**src/rtl/core/salc_ram.sv**
```systemverilog
`default_nettype none

module salc_ram #(
	parameter int WIDTH = 8,
	parameter int DEPTH = 64
) (
	input  wire logic                     clk,
	input  wire logic                     we,
	input  wire logic [$clog2(DEPTH)-1:0] waddr,
	input  wire logic [WIDTH-1:0]         wdata,
	input  wire logic [$clog2(DEPTH)-1:0] raddr,
	output logic      [WIDTH-1:0]         rdata
);

	logic [WIDTH-1:0] mem [DEPTH];

	always_ff @(posedge clk) begin
		if (we) begin
			mem[waddr] <= wdata;
		end
		rdata <= mem[raddr];
	end

endmodule

`default_nettype wire

```
**config.mk**
```make
export PLATFORM = sky130hd
export DESIGN_NAME = salc_ram
export DESIGN_NICKNAME = d
export VERILOG_FILES = /design/src/rtl/core/salc_ram.sv
export SDC_FILE = /design/constraint.sdc
export NUM_CORES = 1
export LEC_CHECK = 0
export ABC_CLOCK_PERIOD_IN_PS = 3300
export BUFFER_PORTS_ARGS = -buffer_cell sky130_fd_sc_hd__buf_2
export CAP_MARGIN = 20
export CORE_ASPECT_RATIO = 1.5
export CORE_MARGIN = 4
export CORE_UTILIZATION = 42
export DETAILED_ROUTE_END_ITERATION = 16
export PLACE_DENSITY = 0.57
export SYNTH_ARGS = -nofsm -noshare
export SYNTH_HDL_FRONTEND = slang
export SYNTH_SLANG_ARGS = --single-unit
```
**constraint.sdc**
```tcl
create_clock -name clk -period 3.3 [get_ports clk]
set_input_delay 0.99 -clock clk [delete_from_list [all_inputs] [get_ports clk]]
set_output_delay 0.99 -clock clk [all_outputs]
set_load 0.02 [all_outputs]
```
# Yosys cells after proc, flatten, opt, wreduce, memory -nomap -nowiden
# Memory sizes are Yosys's and may differ from the RTL's. A register that Yosys moved wholly into a read port is not among the register bits.
# Cells that the tools add are included.
# totals
n_memories,1
in_bits,22
out_inout_bits,8
ram_bits,512
ff_bits,0
elab_cells,3
# mem_list
name,depth,width,rd,rd_clocked_by_memory_dff,write_ports,line,source
mem,64,8,1,1,1,15,logic [WIDTH-1:0] mem [DEPTH];
# op_classes
n_mux,2
# op_table
op,count
two-way mux 1 bit,2

# Logic depth before layout (Yosys ltp)
# Gate-level depths: netlist of run 1.
# depth
word_depth,2
mapped_depth,9

# Worst setup path before layout of run 1
# Ideal clock, no wire load.
# synth_path
path_kind,input port to flip-flop
startpoint,input raddr[1]
endpoint,register rdata[3] (read register of mem)
setup_slack_ps,642
n_path_buf,3
arrival_ps,2530
stages,7
cell_sequence,buf_4 buf_2 buf_2 mux4_2 mux4_2 o21ai_1 o41ai_1
# synth_lines
item,line,source
"start, declared",11,"input wire logic [$clog2(DEPTH)-1:0] raddr,"
"end, declared",12,output logic [WIDTH-1:0] rdata

==> metrics.yaml, run 1 <==
tns_ns: 0
crit_type: "in -> reg"
crit_slowest_cell: "o311ai_1"
clkSlewWorstSetupHoldPaths_ns: 0.07
grt_start_max_net_pins: 65
drv_slew: 0
layout.cells.most_common_list: "edfxtp_1 (512), mux4_2 (126), buf_4 (118)"
ys_types: 40
grt.overflow.total: 0
min_path_type: "in -> reg"
fin_skew_ns: 0.0186
cts_sinks: 520
postCtsSetupBuffers: 0
hold_buffers: 0
slew_headroom_pct: 40.9
htree_levels: 2
instances_no_fill: 1732
io_pins: 30
io_buffers: 29
post-route-period-util_pct: 86.6
cts_tree: "built"
dp_cells: 1644
cts_root_buffer: "clkbuf_16"
drt-initial-drc-count: 731
die_w_um: 187
multi_input_area_sq_um: 4320
drv_cap: 0
hpwl_um: 31700
async_reset_ff_share_pct: 0
rows: 98
start_kind: "input port"
drc: 0
seq_area_sq_um: 15500
clkLatencyLatePin_ns: 0.56
post_cts_resized: 0
finalSetupViolCount: 0
fill_cells: 3867
hold_violations: 0
p_leak_nw: 7.51
ant_nets: 0
core_area_sq_um: 47600
grt_pass1_wl_um: 70400
synth_edf_count: 512
cp.arrival_ns: 3.28
synthFlopType: "edfxtp_1"
routed_via_density: 5.60
fin_crit_ns: 2.86
finalNetCount: 1115
routed_wl_um: 47400
ys_warn_count: 0
layout_commonest_cell: "edfxtp_1"
place.gp.congestion: 0.834
crit_path_max_incr_delay_ns: 0.74
wl_per_cell_um: 27.4
die_h_um: 276
num_vias: 9698
drive_gt1_share_pct: 32.2
initial_core_util_pct: 42.4
powerDensity_nw_per_um2: 579
max_freq_mhz: 350
antenna_found_initial: 2
cp_cell_sequence: "clkbuf_8 > buf_12 > buf_4 > mux4_2 > mux2_2 > o311ai_1 > nand2_1"
syn2layout_area_growth_pct: 15.8
worstMarginPinSlew_ns: 0.873
ys_seq_area_share_pct: 77.0
crit_path_max_fanout: 20
track_usage_pct: 18.5
syn_inst: 940
syn_area_per_cell_sq_um: 21.5
outcome: "completed"
cts_buffer_depth: 3
die-area_sq_um: 51700
syn_nets: 962
peakVddDrop_mv: 0.328
numCtsBuffers: 47
dr.pass1.iters: 5
yosys_register_bits: 520
syn_area_sq_um: 20200
grt_pass1_vias: 10400
grt_setup_unrepaired: "false"
worstPathRequired_ns: 3.72
worst_setup_path_end_kind: "flip-flop"
==> per-layer routing <==
layer,vias to the layer above,wire length [um],global-route usage [%]
li1,4226,-,-
met1,5143,17900,22.7
met2,251,25700,33.4
met3,76,2290,2.72
met4,2,1560,6.28
met5,-,13,0
==> cell families after synthesis <==
| kind of cell | Yosys count | synth area share [%] |
|---|---|---|
| buf+inv | 51 | 1.57 |
| flops | 520 | 77.0 |
| compound gates | 54 | 2.07 |
| simple gates | 153 | 3.39 |
| mux | 162 | 15.9 |
==> layout make-up <==
| cell class | count | share of cell area, % |
|---|---|---|
| diodes | 1 | 0.0107 |
| flip-flops and latches | 520 | 66.5 |
| clock buffers | 59 | 5.41 |
| repair buffers | 155 | 5.20 |
| multi-input cells | 369 | 18.5 |
| clock inverters | 28 | 1.14 |
| well taps | 600 | 3.22 |
==> cells in the mapped netlist, types with 11 or more instances <==
library cell    n  area, sq um
mux4_2        126         2840
buf_2          11         55.1
clkbuf_1       17         63.8
nor2b_1        14         87.6
mux2i_1        23          230
nand2_1        19         71.3
edfxtp_1      512        15400
nand3_1        13         65.1
buf_4          13         97.6
mux2_2         13          146
nor2_1         83          312
==> final timing paths <==
kind                            cells past startpoint  slack, ns  startpoint          to
worst max-delay path                                7       0.44    raddr[0]    rdata[7]
worst min-delay path                                1       0.70    wdata[0]  mem[46][0]
worst max register to register                      4       1.15   mem[4][7]    rdata[7]
worst min register to register                      4       0.85  mem[35][0]    rdata[0]
==> worst max-delay path: cells and delay by family <==
family	cells	cell delay [ns]
compound gates	1	0.74
buf+inv	3	0.59
mux	2	0.81
simple gates	1	0.12
==> through the flow <==
step / instance area (sq um) / util [%] / setup slack (ns) / hold WS (ns) / total power, W
floorplan: 20200 / - / 0.642 / 0.718 / 0.00787
global placement: 21800 / 45.8 / -0.387 / 0.793 / 0.00822
detailed placement: 21800 / 45.9 / -0.159 / 0.818 / 0.00824
CTS: 23300 / 49.1 / 0.427 / 0.687 / 0.0137
global route: 23300 / 49.1 / 0.432 / 0.691 / 0.0140
finish: 23300 / 49.1 / 0.442 / 0.700 / 0.0135
==> flip-flops by register name, summed over array words and instances (netlist names) <==
signal  cells
mem       512
rdata       8
==> report_power, final <==
part / switching (W) / leakage, nW / total (W) / internal [W]
Sequential: 0.0000233 / 4.67 / 0.00733 / 0.00731
Combinational: 0.000447 / 2.09 / 0.000745 / 0.000297
Clock: 0.00234 / 0.744 / 0.00545 / 0.00311
Note: power is estimated with default switching activity, not from simulation.
==> run 2, diff against run 1 <==
--- a/config.mk
+++ b/config.mk
@@ -12,7 +12,7 @@
 export CORE_MARGIN = 4
 export CORE_UTILIZATION = 42
 export DETAILED_ROUTE_END_ITERATION = 16
-export PLACE_DENSITY = 0.57
+export PLACE_DENSITY_LB_ADDON = 0.15
 export SYNTH_ARGS = -nofsm -noshare
 export SYNTH_HDL_FRONTEND = slang
 export SYNTH_SLANG_ARGS = --single-unit
==> metrics.yaml, run 2 (same netlist as run 1, synthesis figures left out) <==
place.gp.congestion: 0.794  # -4.8%
drv_slew: 0  # unchanged
worst_setup_path_end_kind: "flip-flop"
drc: 0  # unchanged
r2r_setup_slack_ns: 1.10  # -0.05 ns
dr.pass1.iters: 5  # unchanged
rows: 98  # unchanged
clkLatencyLatePin_ns: 0.56  # about the same
top_register: "mem"
grt_start_max_net_pins: 65  # unchanged
crit_path_max_fanout: 25  # +25%
cts_root_buffer: "clkbuf_16"
die_w_um: 187  # unchanged
rr_endpoint: "rdata[7]"
hold_buffers: 0  # unchanged
min_path_cells: 3  # +2
post-route-period-util_pct: 82.1  # -4.5 points
syn2layout_area_growth_pct: 15.3
min_to: "rdata[6]"
start_kind: "input port"
reg_top3: "mem x512, rdata x8"
peakVddDrop_mv: 0.327  # -0.20%
layout_commonest_cell: "edfxtp_1"
die-area_sq_um: 51700  # unchanged
outcome: "completed"
core_area_sq_um: 47600  # unchanged
max_freq_mhz: 369  # +5.5%
drive_gt1_share_pct: 31.5  # -0.72 points
grt_pass1_wl_um: 71700  # +1.7%
post_dp_cell_area_sq_um: 21800  # -0.17%
hpwl_um: 32400  # +1.9%
worstPathRequired_ns: 3.72  # about the same
numCtsBuffers: 48  # +2.1%
num_vias: 9717  # +0.20%
cts_tree: "built"
layout.cells.most_common_list: "edfxtp_1 (512), mux4_2 (126), buf_4 (111)"
grt_setup_unrepaired: "false"
drt-initial-drc-count: 777  # +6.3%
design_area_sq_um: 23200  # -0.43%
cp.arrival_ns: 3.13  # -0.15 ns
r2r_cells: 4  # unchanged
slew_headroom_pct: 38.6  # -2.3 points
die_h_um: 276  # unchanged
routed_via_density: 5.64  # +0.72%
track_usage_pct: 18.9  # +0.47 points
fin_skew_ns: 0.0202  # +0.00152 ns
wl_per_cell_um: 28.4  # +3.8%
r2r_start: "mem[5][7]"
initial_core_util_pct: 42.4  # unchanged
fin_crit_ns: 2.71  # -0.149 ns
postCtsSetupBuffers: 0  # unchanged
finalSetupViolCount: 0  # unchanged
grt_pass1_vias: 10200  # -1.4%
routed_wl_um: 49000  # +3.2%
min_path_type: "reg -> reg"
powerDensity_nw_per_um2: 573  # -1.0%
hold_violations: 0  # unchanged
io_pins: 30  # unchanged
cts_sinks: 520  # unchanged
worstMarginPinSlew_ns: 0.906  # +0.0333 ns
clkSlewWorstSetupHoldPaths_ns: 0.06  # about the same
min_from: "mem[30][6]"
drv_cap: 0  # unchanged
p_leak_nw: 7.45  # -0.78%
grt.overflow.total: 0  # unchanged
ant_nets: 0  # unchanged
tns_ns: 0  # unchanged
crit_type: "in -> reg"
largest_reg_flops: 512  # unchanged
post_cts_resized: 0  # unchanged
finalNetCount: 1109  # -0.54%
htree_levels: 2  # unchanged
antenna_found_initial: 3  # +1
fill_cells: 3908  # +1.1%
io_buffers: 29  # unchanged
cts_buffer_depth: 3  # unchanged
==> run 2: cell types whose count changed in the layout (fill, tap and decap cells not counted) <==
cell / before / now
buf_12: 9 / 10
buf_2: 27 / 26
buf_4: 118 / 111
bufinv_16: 5 / 2
clkbuf_1: 10 / 11
clkbuf_8: 1 / 4
clkinv_1: 9 / 10
clkinv_2: 10 / 7
clkinv_4: 0 / 1
clkinvlp_4: 3 / 1
==> run 2: stage by stage <==
step	total power [W]	std cells	util, %	worst slack, ns	hold WS [ns]
after floorplan	0.00787	940	-	0.642	0.718
after global placement	0.00824	1637	45.8	0.0128	0.831
after detailed placement	0.00824	1637	45.8	0.0399	0.883
final	0.0133	1723	48.9	0.591	0.902
after global routing	0.0138	1722	48.9	0.473	0.909
after CTS	0.0135	1722	48.9	0.629	0.883
==> run 2: report_power, final <==
part           total, W  internal (W)  switching, W
Sequential      0.00733       0.00731     0.0000236
Clock           0.00525       0.00294       0.00231
Combinational  0.000751      0.000292      0.000459
==> run 2: area by class of cell <==
| type | instances | area [sq um] | area share (%) |
|---|---|---|---|
| sequential | 520 | 15500 | 66.8 |
| antenna | 1 | 2.50 | 0.0108 |
| clock buffer | 63 | 1310 | 5.63 |
| tap | 600 | 751 | 3.23 |
| timing repair buffer | 148 | 1180 | 5.06 |
| clock inverter | 22 | 158 | 0.678 |
| multi-input combinational | 369 | 4320 | 18.6 |
==> run 2: worst max-delay path, stage by stage <==
cell and delay, ns:
clkbuf_8 0.30, buf_12 0.27, buf_4 0.26, mux4_2 0.51, nor2_1 0.10, nor4_1 0.08
nor3_1 0.41, o32ai_1 0.17
==> run 2: how the worst max path moves through the flow <==
stage                     startpoint       end  slack, ns  cells after the start
after floorplan             raddr[1]  rdata[3]       0.64                      7
after global placement      raddr[0]  rdata[6]       0.01                      8
after detailed placement    raddr[0]  rdata[4]       0.04                      7
after CTS                   raddr[0]  rdata[4]       0.63                      7
after global routing        raddr[0]  rdata[6]       0.47                      8
final                       raddr[0]  rdata[6]       0.59                      8
==> run 2: metal layers <==
layer / routed length, um / up-vias / global-route usage, %
li1: - / 4221 / -
met1: 19200 / 5180 / 23.9
met2: 26000 / 233 / 33.6
met3: 2100 / 83 / 2.96
met4: 1630 / 0 / 6.24
met5: 0 / - / 0
==> run 3, diff against run 2 <==
--- a/config.mk
+++ b/config.mk
@@ -5,7 +5,7 @@
 export SDC_FILE = /design/constraint.sdc
 export NUM_CORES = 1
 export LEC_CHECK = 0
-export ABC_CLOCK_PERIOD_IN_PS = 3300
+export ABC_CLOCK_PERIOD_IN_PS = 2800
 export BUFFER_PORTS_ARGS = -buffer_cell sky130_fd_sc_hd__buf_2
 export CAP_MARGIN = 20
 export CORE_ASPECT_RATIO = 1.5
==> constraint.sdc (replaced) <==
create_clock -name clk -period 2.8 [get_ports clk]
set_input_delay 0.84 -clock clk [delete_from_list [all_inputs] [get_ports clk]]
set_output_delay 0.84 -clock clk [all_outputs]
set_load 0.02 [all_outputs]
==> metrics.yaml, run 3 (same netlist as run 1, synthesis figures left out) <==
hold_buffers: 0  # unchanged
cts_buffer_depth: 3  # unchanged
ant_nets: 0  # unchanged
initial_core_util_pct: 42.4  # unchanged
worstMarginPinSlew_ns: 0.790  # -0.116 ns
min_path_type: "in -> reg"
drc: 0  # unchanged
grt_pass1_vias: 10400  # +2.0%
design_area_sq_um: 23700  # +2.1%
cts_root_buffer: "clkbuf_16"
crit_slowest_cell: "mux4_2"
reg_top3: "mem x512, rdata x8"
instances_no_fill: 1765  # +2.4%
clkLatencyLatePin_ns: 0.58  # +0.02 ns
worstPathRequired_ns: 3.26  # -0.46 ns
crit_type: "in -> reg"
switching_share_pct: 20.8  # -0.089 points
io_buffers: 29  # unchanged
finalNetCount: 1150  # +3.7%
wl_per_cell_um: 27.9  # -1.9%
finalWorstSetupSlack_ns: 0.335  # -0.256 ns
post_cts_resized: 0  # unchanged
drv_slew: 0  # unchanged
fin_skew_ns: 0.0278  # +0.00763 ns
seqPwrFrac_pct: 53.9  # -1.1 points
grt_pass1_wl_um: 72400  # +1.0%
hpwl_um: 32600  # +0.87%
dr.pass1.iters: 7  # +2
cp_cell_sequence: "clkbuf_8 > buf_12 > mux4_2 > mux2_2 > o221a_2 > nor3_1 > o32ai_1"
hold_violations: 0  # unchanged
layout.cells.most_common_list: "edfxtp_1 (512), buf_4 (142), mux4_2 (126)"
critPathTopFamily: "multiplexers"
die_w_um: 187  # unchanged
start_kind: "input port"
clkPwrFrac_pct: 40.2  # +0.8 points
place.gp.congestion: 0.807  # +1.7%
layout_commonest_cell: "edfxtp_1"
drv_cap: 0  # unchanged
peakVddDrop_mv: 0.486  # +49%
p_int_w: 0.0127  # +21%
crit_path_max_incr_delay_ns: 0.48  # -0.03 ns
drive_gt1_share_pct: 33.7  # +2.3 points
grt.overflow.total: 0  # unchanged
cts_sinks: 520  # unchanged
antenna_found_initial: 5  # +2
crit_path_max_fanout: 22  # -12%
track_usage_pct: 19.1  # +0.16 points
dp_cells: 1677  # +2.4%
num_vias: 9874  # +1.6%
rows: 98  # unchanged
cp.arrival_ns: 2.92  # -0.21 ns
worst_setup_path_end_kind: "flip-flop"
grt_start_max_net_pins: 65  # unchanged
slew_headroom_pct: 47.3  # +8.7 points
postCtsSetupBuffers: 0  # unchanged
max_freq_mhz: 406
cts_tree: "built"
largest_reg_flops: 512  # unchanged
routed_wl_um: 49200  # +0.51%
tns_ns: 0  # unchanged
post_dp_cell_area_sq_um: 22200  # +1.9%
drt-initial-drc-count: 659  # -15%
path_buf_inv: 2  # -1
io_pins: 30  # unchanged
powerDensity_nw_per_um2: 676  # +18%
finalSetupViolCount: 0  # unchanged
p_leak_nw: 7.71  # +3.5%
power_frac_comb_pct: 5.9  # +0.3 points
numCtsBuffers: 49  # +2.1%
outcome: "completed"
clkSlewWorstSetupHoldPaths_ns: 0.07  # about the same
grt_setup_unrepaired: "false"
post-route-period-util_pct: 88.0
core_area_sq_um: 47600  # unchanged
die-area_sq_um: 51700  # unchanged
hold_slack_ns: 0.756  # -0.146 ns
power_switching_w: 0.00334  # +20%
fin_crit_ns: 2.47
routed_via_density: 5.59  # -0.80%
die_h_um: 276  # unchanged
top_register: "mem"
preCtsSetupSlack_ns: -0.264  # -0.304 ns
syn2layout_area_growth_pct: 17.7
htree_levels: 2  # unchanged
-- run 3: cell count changes in the layout (fill, tap and decap cells not counted) --
cell,previous run,this run
clkbuf_8,4,1
clkinv_1,10,8
buf_12,10,19
clkinv_2,7,5
diode_2,1,3
bufinv_16,2,4
clkinv_4,1,0
inv_8,0,1
buf_4,111,142
clkbuf_16,49,51
clkbuf_1,11,14
-- run 3: stage by stage --
step	util, %	power [W]
2_1_floorplan	-	0.00927
3_3_place_gp	46.6	0.00977
3_5_place_dp	46.6	0.00977
4_1_cts	49.9	0.0162
5_1_grt	49.9	0.0166
6_report	49.9	0.0160
-- run 3: final timing paths --
check / startpoint / endpoint / slack (ns) / cells after the start
setup reg to reg: mem[29][6] / rdata[6] / 0.76 / 5
hold reg to reg: mem[30][6] / rdata[6] / 0.84 / 3
hold / removal: wdata[1] / mem[45][1] / 0.76 / 1
setup / recovery: raddr[0] / rdata[6] / 0.33 / 7
-- run 3: area by class of cell --
| cell class | count | area [sq um] |
|---|---|---|
| fillers | 3849 | 23800 |
| flip-flops and latches | 520 | 15500 |
| multi-input cells | 369 | 4320 |
| repair buffers | 188 | 1590 |
| clock buffers | 65 | 1330 |
| well taps | 600 | 751 |
| clock inverters | 20 | 203 |
| diodes | 3 | 7.51 |
-- run 3: power groups by stage --
stage                     sequential [W]  combinational, W  clock, W
final                            0.00864          0.000946   0.00646
after global placement           0.00881          0.000957         0
after global routing             0.00864           0.00101   0.00696
after detailed placement         0.00881          0.000965         0
after CTS                        0.00864          0.000968   0.00661
after floorplan                  0.00881          0.000459         0
-- run 3: layer usage --
layer	vias to the layer above	GRT usage, %	share of wire [%]
met5	-	0	0.026
met4	2	8.50	4.8
met3	102	2.92	4.2
met1	5215	23.5	39
met2	250	33.5	52
li1	4305	-	-
-- run 3: worst register-to-register path, stage by stage (launching register included) --
cell and delay (ns):
edfxtp_1 0.36, mux4_2 0.47, mux2_2 0.28, o221a_2 0.28, nor3_1 0.40, o32ai_1 0.15
